File: config.mk
export PLATFORM = sky130hd
export DESIGN_NAME = max_clique_size_search
export DESIGN_NICKNAME = d
export VERILOG_FILES = /design/src/hdl/mcss_pkg.sv /design/src/hdl/mcss_ctrl.sv /design/src/hdl/mcss_dpath.sv /design/src/hdl/max_clique_size_search.sv
export VERILOG_INCLUDE_DIRS = /design/src /design/src/hdl
export SDC_FILE = /design/constraint.sdc
export NUM_CORES = 2
export LEC_CHECK = 0
export ABC_CLOCK_PERIOD_IN_PS = 10200
export BUFFER_PORTS_ARGS = -buffer_cell sky130_fd_sc_hd__buf_4
export CORE_ASPECT_RATIO = 1.2
export CORE_MARGIN = 2
export CORE_UTILIZATION = 45
export CTS_CLUSTER_DIAMETER = 100
export DETAILED_ROUTE_END_ITERATION = 8
export HOLD_SLACK_MARGIN = 0.12
export PLACE_DENSITY_LB_ADDON = 0.25
export SLEW_MARGIN = 40
export SYNTH_ARGS = -nofsm -noshare
export SYNTH_HDL_FRONTEND = slang
export SYNTH_HIERARCHICAL = 1
export SYNTH_SLANG_ARGS = --single-unit
File: constraint.sdc
create_clock -name clk -period 10.2 [get_ports clk]
set_input_delay 1.02 -clock clk [delete_from_list [all_inputs] [get_ports clk]]
set_output_delay 1.02 -clock clk [all_outputs]
set_load 0.02 [all_outputs]
File: src/hdl/max_clique_size_search_assert.svh
// Assertion macros for the file that checks the search logic.
// Clock and reset are clk and rst_n; checks are off while reset is held.
`ifndef MAX_CLIQUE_SIZE_SEARCH_ASSERT_SVH
`define MAX_CLIQUE_SIZE_SEARCH_ASSERT_SVH

// Flag a condition that must never be seen at a clock edge.
`define MCSS_ASSERT_NEVER(lbl, cond, msg) \
  lbl: assert property (@(posedge clk) disable iff (!rst_n) !(cond)) else $error(msg);

// Require a consequence in the cycle after an antecedent.
`define MCSS_ASSERT_NEXT(lbl, ante, cons, msg) \
  lbl: assert property (@(posedge clk) disable iff (!rst_n) (ante) |=> (cons)) else $error(msg);

`endif

File: src/hdl/mcss_pkg.sv
package mcss_pkg;

  // Graph size and field widths
  localparam int MAX_VERTICES = 32;
  localparam int VTX_W        = $clog2(MAX_VERTICES);
  localparam int MASK_W       = 32;
  localparam int SIZE_W       = 6;

  // Controller states
  typedef enum logic [2:0] {
    ST_IDLE,
    ST_LOAD,
    ST_TEST,
    ST_EXPAND,
    ST_DONE
  } state_t;

  // Commands from the controller to the datapath
  typedef struct packed {
    logic row_wr;
    logic start;
    logic load;
    logic pop;
    logic expand;
    logic out_load;
  } cmd_t;

  // Status from the datapath to the controller
  typedef struct packed {
    logic prune;
    logic at_root;
  } sts_t;

  // Count set bits of a candidate mask
  function automatic logic [SIZE_W-1:0] popcount(input logic [MASK_W-1:0] x);
    logic [SIZE_W-1:0] c;
    c = '0;
    for (int i = 0; i < MASK_W; i++) begin
      c = c + SIZE_W'(x[i]);
    end
    return c;
  endfunction

endpackage

File: src/hdl/mcss_ctrl.sv
module mcss_ctrl (
  input  logic          clk,
  input  logic          rst_n,
  input  logic          in_valid,
  input  logic          in_last,
  output logic          in_stall,
  output logic          out_valid,
  input  logic          out_stall,
  input  mcss_pkg::sts_t sts,
  output mcss_pkg::cmd_t cmd
);
  import mcss_pkg::*;

  state_t state_r, state_nxt;
  logic   out_valid_r, out_valid_nxt;
  logic   out_free;

  assign out_free = !out_valid_r || !out_stall;

  // Next state
  always_comb begin
    state_nxt = state_r;
    case (state_r)
      ST_IDLE: begin
        if (in_valid && in_last) state_nxt = ST_TEST;
      end
      ST_LOAD: begin
        state_nxt = ST_TEST;
      end
      ST_TEST: begin
        if (!sts.prune)       state_nxt = ST_EXPAND;
        else if (sts.at_root) state_nxt = ST_DONE;
        else                  state_nxt = ST_LOAD;
      end
      ST_EXPAND: begin
        state_nxt = ST_TEST;
      end
      ST_DONE: begin
        if (out_free) state_nxt = ST_IDLE;
      end
      default: begin
        state_nxt = ST_IDLE;
      end
    endcase
  end

  // Commands and input stall
  always_comb begin
    cmd      = '0;
    in_stall = 1'b1;
    case (state_r)
      ST_IDLE: begin
        in_stall   = 1'b0;
        cmd.row_wr = in_valid;
        cmd.start  = in_valid && in_last;
      end
      ST_LOAD: begin
        cmd.load = 1'b1;
      end
      ST_TEST: begin
        cmd.pop = sts.prune && !sts.at_root;
      end
      ST_EXPAND: begin
        cmd.expand = 1'b1;
      end
      ST_DONE: begin
        cmd.out_load = out_free;
      end
      default: begin
        cmd = '0;
      end
    endcase
  end

  // Output valid: set on load, drop when taken
  always_comb begin
    out_valid_nxt = out_valid_r;
    if (cmd.out_load)             out_valid_nxt = 1'b1;
    else if (out_valid_r && !out_stall) out_valid_nxt = 1'b0;
  end

  always_ff @(posedge clk) begin
    if (!rst_n) begin
      state_r     <= ST_IDLE;
      out_valid_r <= 1'b0;
    end else begin
      state_r     <= state_nxt;
      out_valid_r <= out_valid_nxt;
    end
  end

  assign out_valid = out_valid_r;

endmodule

File: src/hdl/mcss_dpath.sv
module mcss_dpath (
  input  logic                        clk,
  input  logic                        rst_n,
  input  mcss_pkg::cmd_t              cmd,
  output mcss_pkg::sts_t              sts,
  input  logic [mcss_pkg::VTX_W-1:0]  in_vertex,
  input  logic [mcss_pkg::MASK_W-1:0] in_neighbours,
  input  logic [mcss_pkg::MASK_W-1:0] in_candidates,
  output logic [mcss_pkg::SIZE_W-1:0] out_clique_size
);
  import mcss_pkg::*;

  // Adjacency rows with per-row valid bits; an unwritten row reads as zero
  logic [MASK_W-1:0]       adj_r [MAX_VERTICES];
  logic [MAX_VERTICES-1:0] adj_vld_r;

  // Candidate stack, one mask per depth
  logic [MASK_W-1:0] stk_r [MAX_VERTICES];

  logic [VTX_W-1:0]  cs_r;
  logic [SIZE_W-1:0] best_r;
  logic [MASK_W-1:0] p_r;
  logic [SIZE_W-1:0] size_r;

  logic [SIZE_W-1:0] bound;
  logic [MASK_W-1:0] low_bit;
  logic [MASK_W-1:0] p_rest;
  logic [MASK_W-1:0] row;
  logic [MASK_W-1:0] next_cand;
  logic [SIZE_W-1:0] deeper;
  logic              descend;

  // Prune test: current depth plus remaining candidates against best
  assign bound       = {1'b0, cs_r} + popcount(p_r);
  assign sts.prune   = (p_r == '0) || (bound <= best_r);
  assign sts.at_root = (cs_r == '0);

  // Branch on the lowest candidate
  assign low_bit = p_r & (~p_r + 1'b1);
  assign p_rest  = p_r & (p_r - 1'b1);

  // Select the chosen vertex's row
  always_comb begin
    row = '0;
    for (int j = 0; j < MAX_VERTICES; j++) begin
      if (low_bit[j] && adj_vld_r[j]) row = row | adj_r[j];
    end
  end

  assign next_cand = p_rest & row;
  assign deeper    = {1'b0, cs_r} + SIZE_W'(1);
  assign descend   = (next_cand != '0) && (deeper < SIZE_W'(MAX_VERTICES));

  // Write adjacency rows
  always_ff @(posedge clk) begin
    if (cmd.row_wr) adj_r[in_vertex] <= in_neighbours;
  end

  always_ff @(posedge clk) begin
    if (!rst_n) begin
      adj_vld_r <= '0;
    end else if (cmd.row_wr) begin
      adj_vld_r[in_vertex] <= 1'b1;
    end
  end

  // Stack: save what is left at this depth, reload after a pop
  always_ff @(posedge clk) begin
    if (cmd.expand) stk_r[cs_r] <= p_rest;
  end

  always_ff @(posedge clk) begin
    if (cmd.start) begin
      p_r <= in_candidates;
    end else if (cmd.load) begin
      p_r <= stk_r[cs_r];
    end else if (cmd.expand) begin
      p_r <= descend ? next_cand : p_rest;
    end
  end

  // Depth and best size
  always_ff @(posedge clk) begin
    if (!rst_n) begin
      cs_r   <= '0;
      best_r <= '0;
    end else if (cmd.start) begin
      cs_r   <= '0;
      best_r <= '0;
    end else if (cmd.pop) begin
      cs_r <= cs_r - 1'b1;
    end else if (cmd.expand) begin
      if (deeper > best_r) best_r <= deeper;
      if (descend)         cs_r   <= deeper[VTX_W-1:0];
    end
  end

  // Hold the result for the output channel
  always_ff @(posedge clk) begin
    if (cmd.out_load) size_r <= best_r;
  end

  assign out_clique_size = size_r;

endmodule

File: src/hdl/max_clique_size_search.sv
// Channel  Ports                                              Handshake
// in       in_vertex, in_neighbours, in_candidates, in_last   in_valid / in_stall
// out      out_clique_size                                    out_valid / out_stall
//
// A row word without last writes its row and the block stays idle. A last word
// writes its row and starts a depth-first search: a bound test at each node, a
// branch on the lowest candidate, a stack reload after a backtrack, then a hand-off of the size.
// The search tree, walked through the single candidate-stack port, sets the time.
// Synchronous active-low reset clears the row valid bits, depth and best size.
// Input is stalled for the whole search; a stalled result holds in its register.
`include "max_clique_size_search_assert.svh"

module max_clique_size_search (
  input  logic                        clk,
  input  logic                        rst_n,
  input  logic                        in_valid,
  output logic                        in_stall,
  input  logic [mcss_pkg::VTX_W-1:0]  in_vertex,
  input  logic [mcss_pkg::MASK_W-1:0] in_neighbours,
  input  logic [mcss_pkg::MASK_W-1:0] in_candidates,
  input  logic                        in_last,
  output logic                        out_valid,
  input  logic                        out_stall,
  output logic [mcss_pkg::SIZE_W-1:0] out_clique_size
);
  import mcss_pkg::*;

  cmd_t cmd;
  sts_t sts;

  mcss_ctrl u_ctrl (
    .clk       (clk),
    .rst_n     (rst_n),
    .in_valid  (in_valid),
    .in_last   (in_last),
    .in_stall  (in_stall),
    .out_valid (out_valid),
    .out_stall (out_stall),
    .sts       (sts),
    .cmd       (cmd)
  );

  mcss_dpath u_dpath (
    .clk             (clk),
    .rst_n           (rst_n),
    .cmd             (cmd),
    .sts             (sts),
    .in_vertex       (in_vertex),
    .in_neighbours   (in_neighbours),
    .in_candidates   (in_candidates),
    .out_clique_size (out_clique_size)
  );

  // Checks
  `MCSS_ASSERT_NEXT(a_start_blocks, in_valid && !in_stall && in_last, in_stall, "search start did not stall input")
  `MCSS_ASSERT_NEXT(a_load_shows, cmd.out_load, out_valid, "loaded result not presented")
  `MCSS_ASSERT_NEVER(a_no_expand_idle, (cmd.expand || cmd.pop) && !in_stall, "search step while input open")

endmodule
# [Word-level counts from Yosys, hierarchy flattened]
# Memories as Yosys holds them, arrays and structs flattened. A register that Yosys moved wholly into a read port is not among the register bits.
# Index checks and enable logic that the tools add are counted.
# W data, S select, Z words.
[word_totals] n_memories=2 mem_bits_rw=2048 elab_cells=209 register_bits=85
[mem_list] name="u_dpath.adj_r" words=32 word_bits=32 read_ports=32 rd_ports_with_merged_regs=0 write_ports=1 line="mcss_dpath.sv:14" text="logic [MASK_W-1:0] adj_r [MAX_VERTICES];"
[mem_list] name="u_dpath.stk_r" words=32 word_bits=32 read_ports=1 rd_ports_with_merged_regs=1 write_ports=1 line="mcss_dpath.sv:18" text="logic [MASK_W-1:0] stk_r [MAX_VERTICES];"
[op_classes] eq_ne=6 n_reduce_logical=55 magnitude_cmp=5 bitwise=38 mux=60 add_sub_neg=36
[ops] op="$mux W32" n=36
[ops] op="$or A32 B32 Y32" n=32
[ops] op="$add A6 B1 Y6" n=30
[ops] op="$and A32 B32 Y32" n=3
[ops] op="$logic_and A1 B1 Y1" n=37
[ops] op="$add A32 B1 Y32 const B" n=1
[ops] op="$logic_not A32 Y1" n=1
[ops] op="$not A32 Y32" n=1
[ops] op="$reduce_bool A32 Y1" n=1
[ops] op="$sub A32 B1 Y32 const B" n=1
[ops] op="$mux W5" n=5
[ops] op="$mux W1" n=12
[ops] op="$mux W3" n=4
[ops] op="$pmux W3 S4" n=1
[ops] op="$add A5 B1 Y6 const B" n=1
[ops] op="$add A5 B6 Y6" n=1
[ops] op="$eq A3 B2 Y1 const B" n=2
[ops] op="$gt A6 B6 Y1" n=1
[ops] op="$le A6 B6 Y1" n=1
[ops] op="$lt A5 B6 Y1 const B" n=1
[ops] op="$lt A6 B6 Y1 const B" n=1
[ops] op="$reduce_bool A2 Y1" n=3
[ops] op="$demux W1 S5" n=1
[ops] op="$ge A5 B1 Y1 const B" n=1
[ops] op="15 further kinds" n=22

# [Longest topological paths before layout]
[logic_depth] ltp_word=75 depth_mapped=27 mapped_depth_nobuf=27

# [By module]
# The synthesis kept the hierarchy.
[modules_own_cells] module="mcss_dpath" area_per_inst_um2=80549.8 cells_each=4160 instances=1
[modules_own_cells] module="mcss_ctrl" area_per_inst_um2=231.5 cells_each=28 instances=1

# [Worst setup path after synthesis]
# OpenSTA, ideal clock, no wires.
[synth_timing] kind="register to register" startpoint="register u_dpath.p_r[1]" endpoint="register u_dpath.best_r[1]" setup_ns=0.128 stages_incl_launch_ff=28 path_slack_ns=3.018 n_path_buf=0 synth_period_minus_slack_ns=7.182 required_ns=10.072 t_arrival_ns=7.054 cell_sequence="edfxtp_1 fa_1 ha_1 ha_1 ha_1 ha_1 inv_1 fa_1 fa_1 fa_1 fa_1 inv_1 ha_1 a21o_1 a21oi_1 o21bai_1 a21oi_1 xnor2_1 ha_1 and4_1 nand3_1 o211ai_1 and4b_1 inv_1 nand2_1 a211oi_1 mux2i_1 nor2_1"
[synth_lines] element="start, declared" line="mcss_dpath.sv:22" text="logic [MASK_W-1:0] p_r;"
[synth_lines] element="start signal, assigned" line="mcss_dpath.sv:74" text="p_r <= in_candidates;"
[synth_lines] element="start signal, assigned" line="mcss_dpath.sv:76" text="p_r <= stk_r[cs_r];"
[synth_lines] element="start signal, assigned" line="mcss_dpath.sv:78" text="p_r <= descend ? next_cand : p_rest;"
[synth_lines] element="end signal, assigned" line="mcss_dpath.sv:93" text="if (deeper > best_r) best_r <= deeper;"
[synth_lines] element="end, declared" line="mcss_dpath.sv:21" text="logic [SIZE_W-1:0] best_r;"

==> results by group <==
Clocking
  • Worst skew pair latency: around 0.88 ns
  • Root Driver: clkbuf_16
  • Post-CTS Setup Inserts: 0
  • Post_cts resized: 0
  • Inserted Clock Buffers: 199
  • Max Root-Sink Buffers: 3
  • CTS tree: yes
  • # clock sinks: 2074
  • Reg clk slew, reported paths: approximately 0.060 ns
  • Number of H-tree levels: 4
  • Hold Buf Count CTS: 0

STA
  • Max frequency: between 100 and 150 MHz
  • Least-Margin Pin Slew: approximately 0.96 ns
  • RSZ-0062 raised after global routing: false
  • # setup viols final: 0
  • Clock period minus worst slack: 7.888 ns
  • Clock skew: 0.09213 ns
  • Fin crit share: 0.7733
  • Min Hold Slack: 0.4574 ns
  • Fin. max-slew vios: 0
  • Slew headroom: 0.3451
  • Setup TNS Final: 0 ns
  • Final Hold Viols: 0

Detailed routing
  • Final ANT Viol Nets: 0
  • Via density: 6.588
  • Drt pass-1 iters: 8
  • Starting DRC count in detailed routing: between 6000 and 7000
  • Via count: 45558
  • Avg WL per Cell: 35.92 um
  • Final wirelength: between 200 and 250 mm
  • Remaining DRCs: 0

Run status
  • Status: finished, final reports clean

GRT
  • Vias in the first global route: 43972
  • Largest net degree at the start of global routing: 70
  • Overflow after GRT: 0
  • Antenna violations before repair: 14
  • Global-route wire length before repair: between 300 and 400 mm
  • Tot GR Track Use: 0.2704

Placement
  • Port Buffers: 80
  • Dpl hpwl: 145.3 mm
  • Dpl cells: 6538
  • Final Wtd Congestion: 0.9066

Cells and area
  • Layout Utilization: 0.5143
  • Ratio of cells with drive above 1 in the final layout: 0.2199
  • Area growth from synthesis to layout: 13.75%
  • Most frequent cells in the layout: edfxtp_1 (2022), mux4_2 (310), buf_4 (257), clkbuf_16 (201), nand2_1 (152)
  • Reg area: 61780 um^2
  • Leading cell type in the layout, fill and taps excluded: edfxtp_1
  • Final Non-Filler Cells: 6915
  • Multi-input logic area: 18560 um^2
  • Net total in the final layout: 4559
  • FILL cells: 14231

Pwr
  • Seq pwr share: 0.466
  • Int Power: 15.36 mW
  • Clock share of power: 0.339
  • Switching Share: 0.2713
  • Worst vdd ir: 0.6502 mV
  • Power per Cell Area: about 230 nW/um^2
  • Switching power: 5.720 mW
  • Gate power share: 0.195
  • P_leak: 28.22 nW
  • Total design power: 21.08 mW

Hold path
  • Worst Hold Class: flip-flop to flip-flop
  • Hold Crit Depth: 1

Synth
  • Synthesized net count: 4329
  • Most used DFF post-synth: edfxtp_1
  • EDFF count, synth: 2022
  • Mapped cell area: 80780 um^2
  • Share of the synthesized area in the top cell type: 0.7516
  • Synth top area cells: edfxtp_1 (75%), mux4_2 (8.6%), dfxtp_1 (1.3%), a22oi_1 (1.3%), a222oi_1 (0.83%)
  • Avg Inst Size Synth: 19.29 um^2
  • Largest area contributor in the netlist: edfxtp_1
  • Async set-or-reset flop fraction in the synthesized netlist: 0
  • Synth Warn #: 6
  • Sequential fraction of the synthesis area: 0.7645
  • Mapped Cells: approximately 4200
  • Flops & latches, synth: 2074
  • Post-synth cell types: 87

Floorplan
  • Die W: between 300 and 400 um
  • Row cnt: between 150 and 200
  • DIE AREA: approximately 180000 um^2
  • Initial core utilization: 0.4521
  • Top-level port count: 82
  • Core area: 178700 um^2
  • Chip height: 468.1 um

Setup path
  • Worst setup SP type: flip-flop
  • Crit path max fanout: 10
  • Crit path capture type: flip-flop
  • Crit path kind: flip-flop to flip-flop
  • Reg2reg path depth: 26
  • Worst path required time: 10.84 ns
  • CP arrival: 8.53 ns

Flow run
  • Max cap viols: 0
-- cell families after synthesis --
logic type | Yosys count | synth area share
fa+ha+maj | 67 | 0.01270
flops | 2074 | 0.7645
compound gates | 629 | 0.06398
buf+inv | 311 | 0.01564
simple gates | 751 | 0.05116
xor+xnor | 9 | 0.0009758
mux | 347 | 0.09101
-- cell usage after synthesis, types with 13 or more instances --
| cell type | number |
|---|---|
| buf_1 | 29 |
| nand4_1 | 59 |
| o21a_1 | 40 |
| or4_1 | 17 |
| nor2_1 | 129 |
| buf_2 | 29 |
| ha_1 | 42 |
| a32oi_1 | 51 |
| fa_1 | 25 |
| or3_1 | 15 |
| a21oi_1 | 28 |
| a32o_1 | 21 |
| mux4_2 | 310 |
| clkbuf_1 | 169 |
| a22oi_1 | 136 |
| a2111oi_0 | 25 |
| nor4_1 | 30 |
| mux2i_1 | 37 |
| inv_1 | 74 |
| o21ai_0 | 13 |
| a221oi_1 | 18 |
| and3_1 | 60 |
| edfxtp_1 | 2022 |
| nand3_1 | 104 |
| nand2_1 | 153 |
| dfxtp_1 | 52 |
| a222oi_1 | 67 |
| nor3_1 | 28 |
| o211ai_1 | 50 |
| and4_1 | 31 |
| and2_1 | 29 |
| a22o_1 | 68 |
-- final timing paths --
kind                                                         start                                  to  slack [ns]
worst min register to register  u_dpath/adj_vld_r[28]$_SDFFE_PN0P_  u_dpath/adj_vld_r[28]$_SDFFE_PN0P_        0.46
worst max register to register            u_dpath/p_r[3]$_DFFE_PP_        u_dpath/cs_r[3]$_SDFFE_PP0P_        2.31
worst min-delay path            u_dpath/adj_vld_r[28]$_SDFFE_PN0P_  u_dpath/adj_vld_r[28]$_SDFFE_PN0P_        0.46
worst max-delay path                      u_dpath/p_r[3]$_DFFE_PP_        u_dpath/cs_r[3]$_SDFFE_PP0P_        2.31
-- state kept, by name, indices dropped and copies added (netlist names), named ones only --
register and cells:
u_ctrl/out_valid 1, u_dpath/adj_vld_r 32, u_dpath/out_clique_size 6, u_dpath/stk_r 992, u_ctrl/state_r 3, u_dpath/cs_r 5, u_dpath/p_r 32, u_dpath/best_r 6
u_dpath/adj_r 992
-- cell type report --
class / count / share of cell area
antenna: 9 / 0.0002451
sequential: 2074 / 0.6723
tap: 2322 / 0.03162
inverter: 74 / 0.003023
timing repair buffer: 266 / 0.02245
clock buffer: 261 / 0.05773
multi-input combinational: 1803 / 0.2020
clock inverter: 106 / 0.01062
-- power by group through the flow --
stage	Sequential (mW)	Clock, mW	Combinational, mW
final	9.82	7.16	4.11
after floorplan	9.90	0	3.40
after CTS	9.80	7.24	3.99
after detailed placement	9.98	0	3.97
after global placement	9.99	0	4.06
after global routing	9.79	7.55	4.32
-- critical path, cell delays in order (launching register included) --
cell and delay, ns:
edfxtp_1 0.73, fa_1 0.52, ha_1 0.21, ha_1 0.30
ha_1 0.28, ha_1 0.27, inv_1 0.04, fa_1 0.45
fa_1 0.51, fa_1 0.43, fa_1 0.49, inv_1 0.06
ha_1 0.27, a21o_1 0.18, a21oi_1 0.22, o21bai_1 0.09
a21oi_1 0.18, xnor2_1 0.14, ha_1 0.26, nor2b_1 0.13
o211ai_1 0.37, and4b_1 0.42, inv_1 0.12, or4_1 0.48
and3_1 0.22, mux2i_1 0.16, o311ai_0 0.15
-- stage by stage --
step / setup slack (ns) / area [um^2]
2_1_floorplan: 3.018 / 80780
3_3_place_gp: 2.216 / 85380
3_5_place_dp: 2.403 / 85530
4_1_cts: 2.333 / 91810
5_1_grt: 1.781 / 91880
6_report: 2.312 / 91890
-- per-layer routing --
layer	global-route usage	wire, um	share of wire	vias to the layer above
met1	0.3545	91660	0.37	24020
met3	0.05009	24540	0.099	592
li1	-	-	-	18091
met2	0.4354	118300	0.48	2853
met4	0.1350	13840	0.056	2
met5	0	12	0.000048	-
Note: power is estimated with default switching activity, not from simulation.
